<file path="config.mk">
export PLATFORM = sky130hd
export DESIGN_NAME = json_integer_parser
export DESIGN_NICKNAME = d
export VERILOG_FILES = /design/src/design/jip_pkg.sv /design/src/design/json_integer_parser.sv /design/src/design/jip_input_stage.sv /design/src/design/jip_char_step.sv /design/src/design/jip_result_stage.sv
export SDC_FILE = /design/constraint.sdc
export NUM_CORES = 1
export LEC_CHECK = 0
export BUFFER_PORTS_ARGS = -buffer_cell sky130_fd_sc_hd__clkbuf_2
export CORE_UTILIZATION = 49
export CTS_CLUSTER_SIZE = 40
export DETAILED_ROUTE_END_ITERATION = 10
export HOLD_SLACK_MARGIN = 0.1
export PLACE_DENSITY = 0.71
export SYNTH_ARGS = -nofsm -noshare
export SYNTH_HDL_FRONTEND = slang
export SYNTH_SLANG_ARGS = --single-unit
</file>
<file path="constraint.sdc">
create_clock -name clk -period 5.9 [get_ports clk]
set_input_delay 0.885 -clock clk [delete_from_list [all_inputs] [get_ports clk]]
set_output_delay 0.885 -clock clk [all_outputs]
set_load 0.02 [all_outputs]
</file>
<file path="src/design/jip_pkg.sv">
// Shared types and constants of the JSON integer parser.
package jip_pkg;

    localparam int CHAR_W  = 8;
    localparam int DIGIT_W = 4;
    localparam int OUT_W   = 32;
    localparam int PHASE_W = 3;

    typedef logic [PHASE_W-1:0] phase_t;
    typedef logic [CHAR_W-1:0]  char_t;

    localparam phase_t PH_START      = 3'd0;
    localparam phase_t PH_NEED_DIGIT = 3'd1;
    localparam phase_t PH_ZERO_SEEN  = 3'd2;
    localparam phase_t PH_DIGITS     = 3'd3;
    localparam phase_t PH_FAILED     = 3'd4;

    localparam char_t CH_MINUS = 8'h2D;
    localparam char_t CH_ZERO  = 8'h30;
    localparam char_t CH_ONE   = 8'h31;
    localparam char_t CH_NINE  = 8'h39;

    typedef struct packed {
        phase_t phase;
        logic   negative;
    } tok_state_t;

endpackage

</file>
<file path="src/design/json_integer_parser.sv">
// JSON integer token parser, one character per transaction.
// The last character passes from the input register into the result register, which presents the result.
// Throughput: one character per cycle; a last character waits only on an untaken result.
// The parse step (multiply-by-ten, add, range check) sits between the two registers.
// Reset clears the token state to start and empties both registers.
module json_integer_parser #(
    parameter int VALUE_BITS = 32
) (
    input  logic                             clk,
    input  logic                             rst_n,
    input  logic                             in_valid,
    output logic                             in_ready,
    input  logic [jip_pkg::CHAR_W-1:0]       text_byte,
    input  logic                             is_last,
    output logic                             out_valid,
    input  logic                             out_ready,
    output logic                             parse_ok,
    output logic signed [jip_pkg::OUT_W-1:0] int_value
);

    localparam int MAG_W = VALUE_BITS - 1;

    logic                held_valid;
    jip_pkg::char_t      held_byte;
    logic                held_last;
    logic                advance;
    logic                res_free;
    logic                res_load;
    jip_pkg::tok_state_t state_reg;
    jip_pkg::tok_state_t state_next;
    jip_pkg::tok_state_t step_state;
    logic [MAG_W-1:0]    mag_reg;
    logic [MAG_W-1:0]    mag_next;
    logic [MAG_W-1:0]    step_mag;
    logic                step_ok;

    assign res_free = !out_valid || out_ready;
    assign advance  = held_valid && (!held_last || res_free);
    assign res_load = advance && held_last;
    assign step_ok  = (step_state.phase != jip_pkg::PH_FAILED)
                   && (step_state.phase != jip_pkg::PH_START);

    jip_input_stage u_input (
        .clk        (clk),
        .rst_n      (rst_n),
        .in_valid   (in_valid),
        .in_ready   (in_ready),
        .text_byte  (text_byte),
        .is_last    (is_last),
        .advance    (advance),
        .held_valid (held_valid),
        .held_byte  (held_byte),
        .held_last  (held_last)
    );

    jip_char_step #(
        .MAG_W (MAG_W)
    ) u_step (
        .cur_state (state_reg),
        .cur_mag   (mag_reg),
        .chr       (held_byte),
        .nxt_state (step_state),
        .nxt_mag   (step_mag)
    );

    always_comb
    begin
        state_next = state_reg;
        mag_next   = mag_reg;
        if (advance)
        begin
            if (held_last)
            begin
                state_next.phase    = jip_pkg::PH_START;
                state_next.negative = 1'b0;
                mag_next            = '0;
            end
            else
            begin
                state_next = step_state;
                mag_next   = step_mag;
            end
        end
    end

    always_ff @(posedge clk or negedge rst_n)
    begin
        if (!rst_n)
        begin
            state_reg.phase    <= jip_pkg::PH_START;
            state_reg.negative <= 1'b0;
            mag_reg            <= '0;
        end
        else
        begin
            state_reg <= state_next;
            mag_reg   <= mag_next;
        end
    end

    jip_result_stage #(
        .VALUE_BITS (VALUE_BITS)
    ) u_result (
        .clk       (clk),
        .rst_n     (rst_n),
        .load      (res_load),
        .ok        (step_ok),
        .negative  (step_state.negative),
        .mag       (step_mag),
        .out_valid (out_valid),
        .out_ready (out_ready),
        .parse_ok  (parse_ok),
        .int_value (int_value)
    );

endmodule

</file>
<file path="src/design/jip_input_stage.sv">
// Input register holding one character transaction ahead of the parse step.
module jip_input_stage (
    input  logic           clk,
    input  logic           rst_n,
    input  logic           in_valid,
    output logic           in_ready,
    input  jip_pkg::char_t text_byte,
    input  logic           is_last,
    input  logic           advance,
    output logic           held_valid,
    output jip_pkg::char_t held_byte,
    output logic           held_last
);

    logic           valid_reg;
    logic           valid_next;
    jip_pkg::char_t byte_reg;
    logic           last_reg;

    assign in_ready   = !valid_reg || advance;
    assign valid_next = in_valid || (valid_reg && !advance);

    always_ff @(posedge clk or negedge rst_n)
    begin
        if (!rst_n)
        begin
            valid_reg <= 1'b0;
        end
        else
        begin
            valid_reg <= valid_next;
        end
    end

    always_ff @(posedge clk)
    begin
        if (in_valid && in_ready)
        begin
            byte_reg <= text_byte;
            last_reg <= is_last;
        end
    end

    assign held_valid = valid_reg;
    assign held_byte  = byte_reg;
    assign held_last  = last_reg;

endmodule

</file>
<file path="src/design/jip_char_step.sv">
// Next-state logic for one character: phase, sign and magnitude update.
module jip_char_step #(
    parameter int MAG_W = 31
) (
    input  jip_pkg::tok_state_t cur_state,
    input  logic [MAG_W-1:0]    cur_mag,
    input  jip_pkg::char_t      chr,
    output jip_pkg::tok_state_t nxt_state,
    output logic [MAG_W-1:0]    nxt_mag
);

    localparam int PROD_W = MAG_W + 4;

    jip_pkg::phase_t             eff_phase;
    logic                        is_digit;
    logic                        is_nonzero;
    logic [jip_pkg::DIGIT_W-1:0] digit;
    logic [PROD_W-1:0]           prod;
    logic                        overflow;
    logic                        minus_first;

    assign digit      = chr[jip_pkg::DIGIT_W-1:0];
    assign is_digit   = (chr >= jip_pkg::CH_ZERO) && (chr <= jip_pkg::CH_NINE);
    assign is_nonzero = (chr >= jip_pkg::CH_ONE) && (chr <= jip_pkg::CH_NINE);
    assign prod       = {1'b0, cur_mag, 3'b000} + {3'b000, cur_mag, 1'b0}
                      + {{(PROD_W-jip_pkg::DIGIT_W){1'b0}}, digit};
    assign overflow   = |prod[PROD_W-1:MAG_W];
    assign minus_first = (cur_state.phase == jip_pkg::PH_START) && (chr == jip_pkg::CH_MINUS);
    assign eff_phase  = (cur_state.phase == jip_pkg::PH_START) ? jip_pkg::PH_NEED_DIGIT
                                                                : cur_state.phase;

    always_comb
    begin
        nxt_state.negative = cur_state.negative;
        nxt_state.phase    = jip_pkg::PH_FAILED;
        nxt_mag            = cur_mag;
        if (minus_first)
        begin
            nxt_state.negative = 1'b1;
            nxt_state.phase    = jip_pkg::PH_NEED_DIGIT;
        end
        else
        begin
            unique case (eff_phase) inside
                jip_pkg::PH_NEED_DIGIT:
                begin
                    if (chr == jip_pkg::CH_ZERO)
                    begin
                        nxt_state.phase = jip_pkg::PH_ZERO_SEEN;
                    end
                    else if (is_nonzero)
                    begin
                        nxt_state.phase = jip_pkg::PH_DIGITS;
                        nxt_mag = {{(MAG_W-jip_pkg::DIGIT_W){1'b0}}, digit};
                    end
                end
                jip_pkg::PH_DIGITS:
                begin
                    if (is_digit && !overflow)
                    begin
                        nxt_state.phase = jip_pkg::PH_DIGITS;
                        nxt_mag         = prod[MAG_W-1:0];
                    end
                end
                jip_pkg::PH_ZERO_SEEN, jip_pkg::PH_FAILED:
                begin
                    nxt_state.phase = jip_pkg::PH_FAILED;
                end
                default:
                begin
                    nxt_state.phase = jip_pkg::PH_FAILED;
                end
            endcase
        end
    end

endmodule

</file>
<file path="src/design/jip_result_stage.sv">
// Result register: forms the signed value and holds it until taken.
module jip_result_stage #(
    parameter int VALUE_BITS = 32
) (
    input  logic                         clk,
    input  logic                         rst_n,
    input  logic                         load,
    input  logic                         ok,
    input  logic                         negative,
    input  logic [VALUE_BITS-2:0]        mag,
    output logic                         out_valid,
    input  logic                         out_ready,
    output logic                         parse_ok,
    output logic signed [jip_pkg::OUT_W-1:0] int_value
);

    logic [VALUE_BITS-1:0]     full_val;
    logic [jip_pkg::OUT_W-1:0] fit_val;
    logic                      valid_reg;
    logic                      valid_next;
    logic                      ok_reg;
    logic [jip_pkg::OUT_W-1:0] value_reg;

    assign full_val = negative ? (~{1'b0, mag} + {{(VALUE_BITS-1){1'b0}}, 1'b1})
                               : {1'b0, mag};

    generate
        if (VALUE_BITS >= jip_pkg::OUT_W)
        begin : g_trunc
            assign fit_val = full_val[jip_pkg::OUT_W-1:0];
        end
        else
        begin : g_pad
            assign fit_val = {{(jip_pkg::OUT_W-VALUE_BITS){1'b0}}, full_val};
        end
    endgenerate

    assign valid_next = load || (valid_reg && !out_ready);

    always_ff @(posedge clk or negedge rst_n)
    begin
        if (!rst_n)
        begin
            valid_reg <= 1'b0;
        end
        else
        begin
            valid_reg <= valid_next;
        end
    end

    always_ff @(posedge clk)
    begin
        if (load)
        begin
            ok_reg    <= ok;
            value_reg <= ok ? fit_val : '0;
        end
    end

    assign out_valid = valid_reg;
    assign parse_ok  = ok_reg;
    assign int_value = value_reg;

endmodule

</file>
# Word-level counts from Yosys, hierarchy flattened
# Index checks and enable logic that the tools add are counted.
op_classes:
  mux: 15
  order_cmp: 3
  reduce_logical: 25
  addsub: 3
  n_eq_ne: 5
  bitwise_logic: 1
ops:
  columns: ["op", "count"]
  rows:
  - ["two-way mux 31 bit", 6]
  - ["one-hot mux 31 bit (2 select lines)", 1]
  - ["adder 34 x 32 -> 35 bit", 1]
  - ["adder 35 x 4 -> 35 bit", 1]
  - ["adder 32 x 1 -> 32 bit, second input constant", 1]
  - ["inverter 31 -> 32 bit", 1]
  - ["equality test 8 x 6 -> 1 bit, second input constant", 2]
  - ["greater-or-equal comparator 8 x 6 -> 1 bit, second input constant", 2]
  - ["two-way mux 3 bit", 5]
  - ["logical AND 1 bit", 10]
  - ["less-or-equal comparator 8 x 6 -> 1 bit, second input constant", 1]
  - ["logical NOT 1 bit", 6]
  - ["one-hot mux 3 bit (2 select lines)", 1]
  - ["logical OR 1 bit", 5]
  - ["two-way mux 4 bit", 1]
  - ["OR reduction 4 bit", 1]
  - ["equality test 3 x 1 -> 1 bit, second input constant", 1]
  - ["equality test 3 x 2 -> 1 bit, second input constant", 1]
  - ["logical NOT 3 bit", 1]
  - ["inequality test 3 bit, second input constant", 1]
  - ["nonzero test 3 bit", 1]
  - ["AND reduction 2 bit", 1]
  - ["two-way mux 1 bit", 1]
totals:
  reg_bits: 79
  output_inout_bits: 35

# Depth between registers and ports, before layout
logic_depth:
  ltp_word: 11
  mapped_depth: 23
  ltp_nobuf: 21

# Modules after synthesis
# Synthesis repeated with hierarchy kept, for this count alone.
unflattened:
  cells_unflattened: 848
  area_unflattened_um2: 7536.0
by_module_without_submodules:
  columns: ["mod", "cells_per_inst", "area_each_um2", "n_inst"]
  rows:
  - ["jip_char_step", 415, 2945.3, 1]
  - ["jip_result_stage", 224, 2219.6, 1]
  - ["json_integer_parser", 196, 2047.0, 1]
  - ["jip_input_stage", 13, 324.1, 1]

# Least setup slack after synthesis
# No wires, ideal clock.
synth_timing:
  path_type: "reg-to-reg"
  from: "register u_input.byte_reg[3] (netlist: u_input.held_byte[3])"
  to: "register u_result.value_reg (netlist bit u_result.int_value[28]), data pin"
  path_slack_ns: 0.020
  synth_period_minus_slack_ns: 5.880
  stages_incl_launch_ff: 23
  setup_ns: 0.264
  arrival_ns: 5.616
  path_buffers: 3
  required_ns: 5.636
  cell_sequence: "edfxtp_1 -> fa_1 -> inv_1 -> fa_1 -> nand2b_2 -> a211oi_4 -> o21ai_2 -> o41ai_4 -> a311oi_1 -> o2111a_2 -> nor2_2 -> clkbuf_1 -> clkbuf_1 -> buf_1 -> nor2_1 -> a21oi_1 -> ha_1 -> o21a_1 -> nand4_2 -> or4_4 -> o31ai_4 -> xnor2_1 -> nor2_2"
synth_between:
  elab_chain_len: 10
  word_cells_on_any_way: 29
  cone_classes: "add/sub (2); order compare (3); eq/ne (3); mux (12); bitwise (1); reduce/logical (8)"
synth_rtl:
  columns: ["element", "line", "source"]
  rows:
  - ["start, declared", "jip_input_stage.sv:17", "jip_pkg::char_t byte_reg;"]
  - ["start signal, assigned", "jip_input_stage.sv:39", "byte_reg <= text_byte;"]
  - ["adder 35 x 4 -> 35 bit", "jip_char_step.sv:26", "+ {{(PROD_W-jip_pkg::DIGIT_W){1'b0}}, digit};"]
  - ["OR reduction 4 bit", "jip_char_step.sv:27", "assign overflow = |prod[PROD_W-1:MAG_W];"]
  - ["logical NOT 1 bit", "jip_char_step.sv:59", "if (is_digit && !overflow)"]
  - ["logical AND 1 bit", "jip_char_step.sv:59", null]
  - ["two-way mux 31 bit", "jip_char_step.sv:59", null]
  - ["one-hot mux 31 bit (2 select lines)", "jip_char_step.sv:44", "unique case (eff_phase) inside"]
  - ["two-way mux 31 bit", "jip_char_step.sv:37", "if (minus_first)"]
  - ["inverter 31 -> 32 bit", "jip_result_stage.sv:24", "assign full_val = negative ? (~{1'b0, mag} + {{(VALUE_BITS-1){1'b0}}, 1'b1})"]
  - ["adder 32 x 1 -> 32 bit", "jip_result_stage.sv:24", null]
  - ["two-way mux 31 bit", "jip_result_stage.sv:24", null]
  - ["end signal, assigned", "jip_result_stage.sv:57", "value_reg <= ok ? fit_val : '0;"]
  - ["end, declared", "jip_result_stage.sv:22", "logic [jip_pkg::OUT_W-1:0] value_reg;"]
# Parallel ways exist; a longest one is shown, timed or not.
# A chain may end at the register's enable or synchronous reset.

# Final worst setup path
layout_timing:
  from: "register u_input.byte_reg[3] (netlist: u_input.held_byte[3])"
  to: "register u_result.value_reg (netlist bit u_result.int_value[25]), data pin"
# The elaborated chain is that of the path after synthesis.

==> summary.txt <==
Critical path
  • R2R depth: 16
  • Critical R2R Capture: u_result.int_value[25]
  • RR Startpoint: u_input.held_byte[3]
  • CP Max Fanout: 8
  • Setup CP Type: register to register
  • CP cell instances: fa_1 > inv_1 > fa_1 > nand2b_2 > a211oi_4 > o21ai_2 > o41ai_4 > and3_4 > or3b_4 > nor2_1 > a311oi_2 > nand4_1 > nor3_1 > a41oi_1 > xor2_1 > nor2_1
  • CP Launch Type: register
  • WP data arrival: 5.56 ns
  • Worst EP required: 5.98 ns
  • Setup slack, reg-to-reg: 0.42 ns
  • Crit path largest cell delay: 0.67 ns
  • CP Capture Type: register
  • Slowest cell on the critical path: a311oi_2

STA
  • Layout Skew: 0.0116 ns
  • Final Hold Viols: 0
  • Achievable Freq: 0.182 GHz
  • Setup violators final: 0
  • Setup TNS: 0 ns
  • Final hold slack: 0.561 ns
  • Slew HR: 25.4%
  • Worst Max-Slew Pin Slew: 1.11 ns
  • PnR worst setup slack: 0.420 ns
  • Final slew viol count: 0
  • RSZ-0062 raised after global routing: no
  • Period utilization: 92.9%
  • Post-route minimum period: 5.48 ns

Floorplanning
  • I/O pins: 48
  • Core area: 0.0129 mm^2
  • Die Width: 118 um
  • Die area: 0.0139 mm^2
  • Number of core rows: 41
  • Die height: 118 um
  • Initial core utilization: 51.1%

Final layout
  • Area growth from synthesis to layout: 11.1%
  • Final core utilization: 56.7%
  • Cell Count, Final, Fillers Out: 949
  • Layout cells sized above 1: 13.9%
  • Antenna Cells: 0
  • Max reg flops: 32
  • Final instance area: 0.00730 mm^2
  • # nets final: 849

Drt
  • Via count: 5,951
  • Remaining antenna violation count: 0
  • Drt wl/cell: 18.8 um
  • Vias per inst: 6.27
  • Final wirelength: 17,800 um
  • DR iter-0 viols: 413
  • TritonRoute pass-1 iters: 7
  • DRC Markers: 0

Pwr
  • Part of the power in combinational logic: 11.5%
  • Pwr Total: 1.42 mW
  • PD cells: 194 mW/mm^2
  • Peak supply drop: 0.137 mV
  • Internal power: 1.06 mW
  • P_leak: 3.14 nW
  • Sw frac: 25.2%
  • Sequential fraction of design power: 43.1%
  • Clock share of power: 45.3%
  • Switching pwr: 358 uW

Placement
  • PortBufs: 47
  • Placed instance area: 0.00696 mm^2
  • Gpl congestion: 0.973
  • HPWL after detailed placement: 13,900 um
  • Dpl ws: 0.505 ns
  • Dpl cells: 933

Synthesis
  • Main synth FF type: edfxtp_1
  • Ys async rst share: 46.8%
  • Seq cells post-synth: 79
  • Ys Warns: 0
  • Synth cell count leaders: nand2_1 (79), nor2_1 (72), ha_1 (62), a21oi_1 (52), o21ai_0 (51)
  • Area contributors post-synth: edfxtp_1 (19%), dfrtp_1 (14%), ha_1 (12%)
  • Syn_nets: 815
  • Register area share after synthesis: 33.3%
  • Synth Cell Area: 0.00658 mm^2
  • EDFF count, synth: 42
  • Synth unique cells: 85
  • Yosys top cell area share: 19.2%
  • Most frequent cell after synthesis: nand2_1
  • Syn Area/Cell: 8.91 um^2
  • Yosys top cell by area: edfxtp_1
  • Syn Inst Count: 738

Min path
  • WHS Path Cells: 2
  • Worst Hold End: state_reg[0]
  • Hold path start: state_reg[0]
  • Min-Delay Path Class: register to register

GRT
  • Vias in the first global route: 5,542
  • Initial antenna violation count: 0
  • First-pass GRT wire length: 28,800 um
  • Largest net degree at the start of global routing: 38
  • Tot GR Track Use: 26.1%
  • Grt ovf: 0

CTS
  • Root Driver: clkbuf_16
  • Cts hold-fix bufs: 0
  • CTS tree: yes
  • H-tree levels: 3
  • Max clock buf depth: 2
  • Resized cells post-CTS: 0
  • Num CTS Buffers: 9
  • Skew-Pair Late Insertion Delay: 0.34 ns
  • Number of clock sinks: 79
  • Worst-path clk slew: 0.06 ns
  • Post-CTS setup repair buffer count: 0

Status
  • Status: finished, final reports clean

Run
  • MaxCap Viol Count: 0
routing by layer:
metal	GRT usage, %	vias to the layer above	routed length, um
li1	-	2838	-
met4	9.62	0	426
met5	0	-	0
met1	39.3	2825	8570
met3	3.73	25	1300
met2	37.6	263	7510
how the worst max path moves through the flow:
stage / from / endpoint / slack (ns) / cells past startpoint
4_1_cts: u_input.held_byte[3] / u_result.int_value[28] / 0.48 / 20
5_1_grt: u_input.held_byte[3] / u_result.int_value[25] / 0.03 / 15
3_3_place_gp: u_input.held_byte[3] / u_result.int_value[28] / 0.65 / 20
3_5_place_dp: u_input.held_byte[3] / u_result.int_value[28] / 0.50 / 20
2_1_floorplan: u_input.held_byte[3] / u_result.int_value[28] / 0.02 / 22
6_report: u_input.held_byte[3] / u_result.int_value[25] / 0.42 / 16
critical path: cells and delay by family, from the launching register on:
family,cells,cell delay [ns]
AOI/OAI and AO/OA,5,1.78
and+or+nand+nor,7,1.65
adders and majority gates,2,1.07
DFF,1,0.49
xor gates and xnor gates,1,0.16
buffers and inverters,1,0.07
cell type report:
type | count | area, um^2
Fill cell | 1152 | 5570
Clock buffer | 9 | 225
Multi-Input combinational cell | 609 | 4180
Sequential cell | 79 | 2190
Tap cell | 172 | 215
Clock inverter | 7 | 120
Timing Repair Buffer | 59 | 325
Inverter | 14 | 52.6
power groups by stage:
stage	clock network [mW]	registers [mW]	logic, mW
4_1_cts	0.644	0.612	0.162
2_1_floorplan	0	0.635	0.0941
6_report	0.643	0.612	0.163
3_3_place_gp	0	0.622	0.160
3_5_place_dp	0	0.623	0.162
5_1_grt	0.668	0.614	0.177
kinds of logic (layout without fill, tap and decap cells):
logic type / count (synthesis) / in the layout / synth area share, %
AND/OR/NAND/NOR: 258 / 258 / 19.1
multiplexers: 1 / 1 / 0.171
XOR/XNOR: 54 / 54 / 7.19
adder cells (fa/ha/maj): 64 / 64 / 12.4
flip-flops: 79 / 79 / 33.3
AO/OA/AOI/OAI: 232 / 232 / 24.6
buffers and inverters: 50 / 89 / 3.31
cell usage in the layout, fill, tap and decap left out, types with 7 or more instances in the layout:
master	count
nand2_1	79
a22o_1	23
buf_4	12
clkbuf_16	9
nor2_1	71
nand4_1	13
a22oi_1	13
nand3_1	16
xnor2_1	29
clkbuf_2	47
xor2_1	25
dfrtp_1	37
nor3_1	20
o21a_1	9
a21oi_1	52
a31oi_1	10
ha_1	62
edfxtp_1	42
o21ai_0	51
and2_1	7
inv_1	14
No activity file was read; power rests on OpenSTA's default activity.
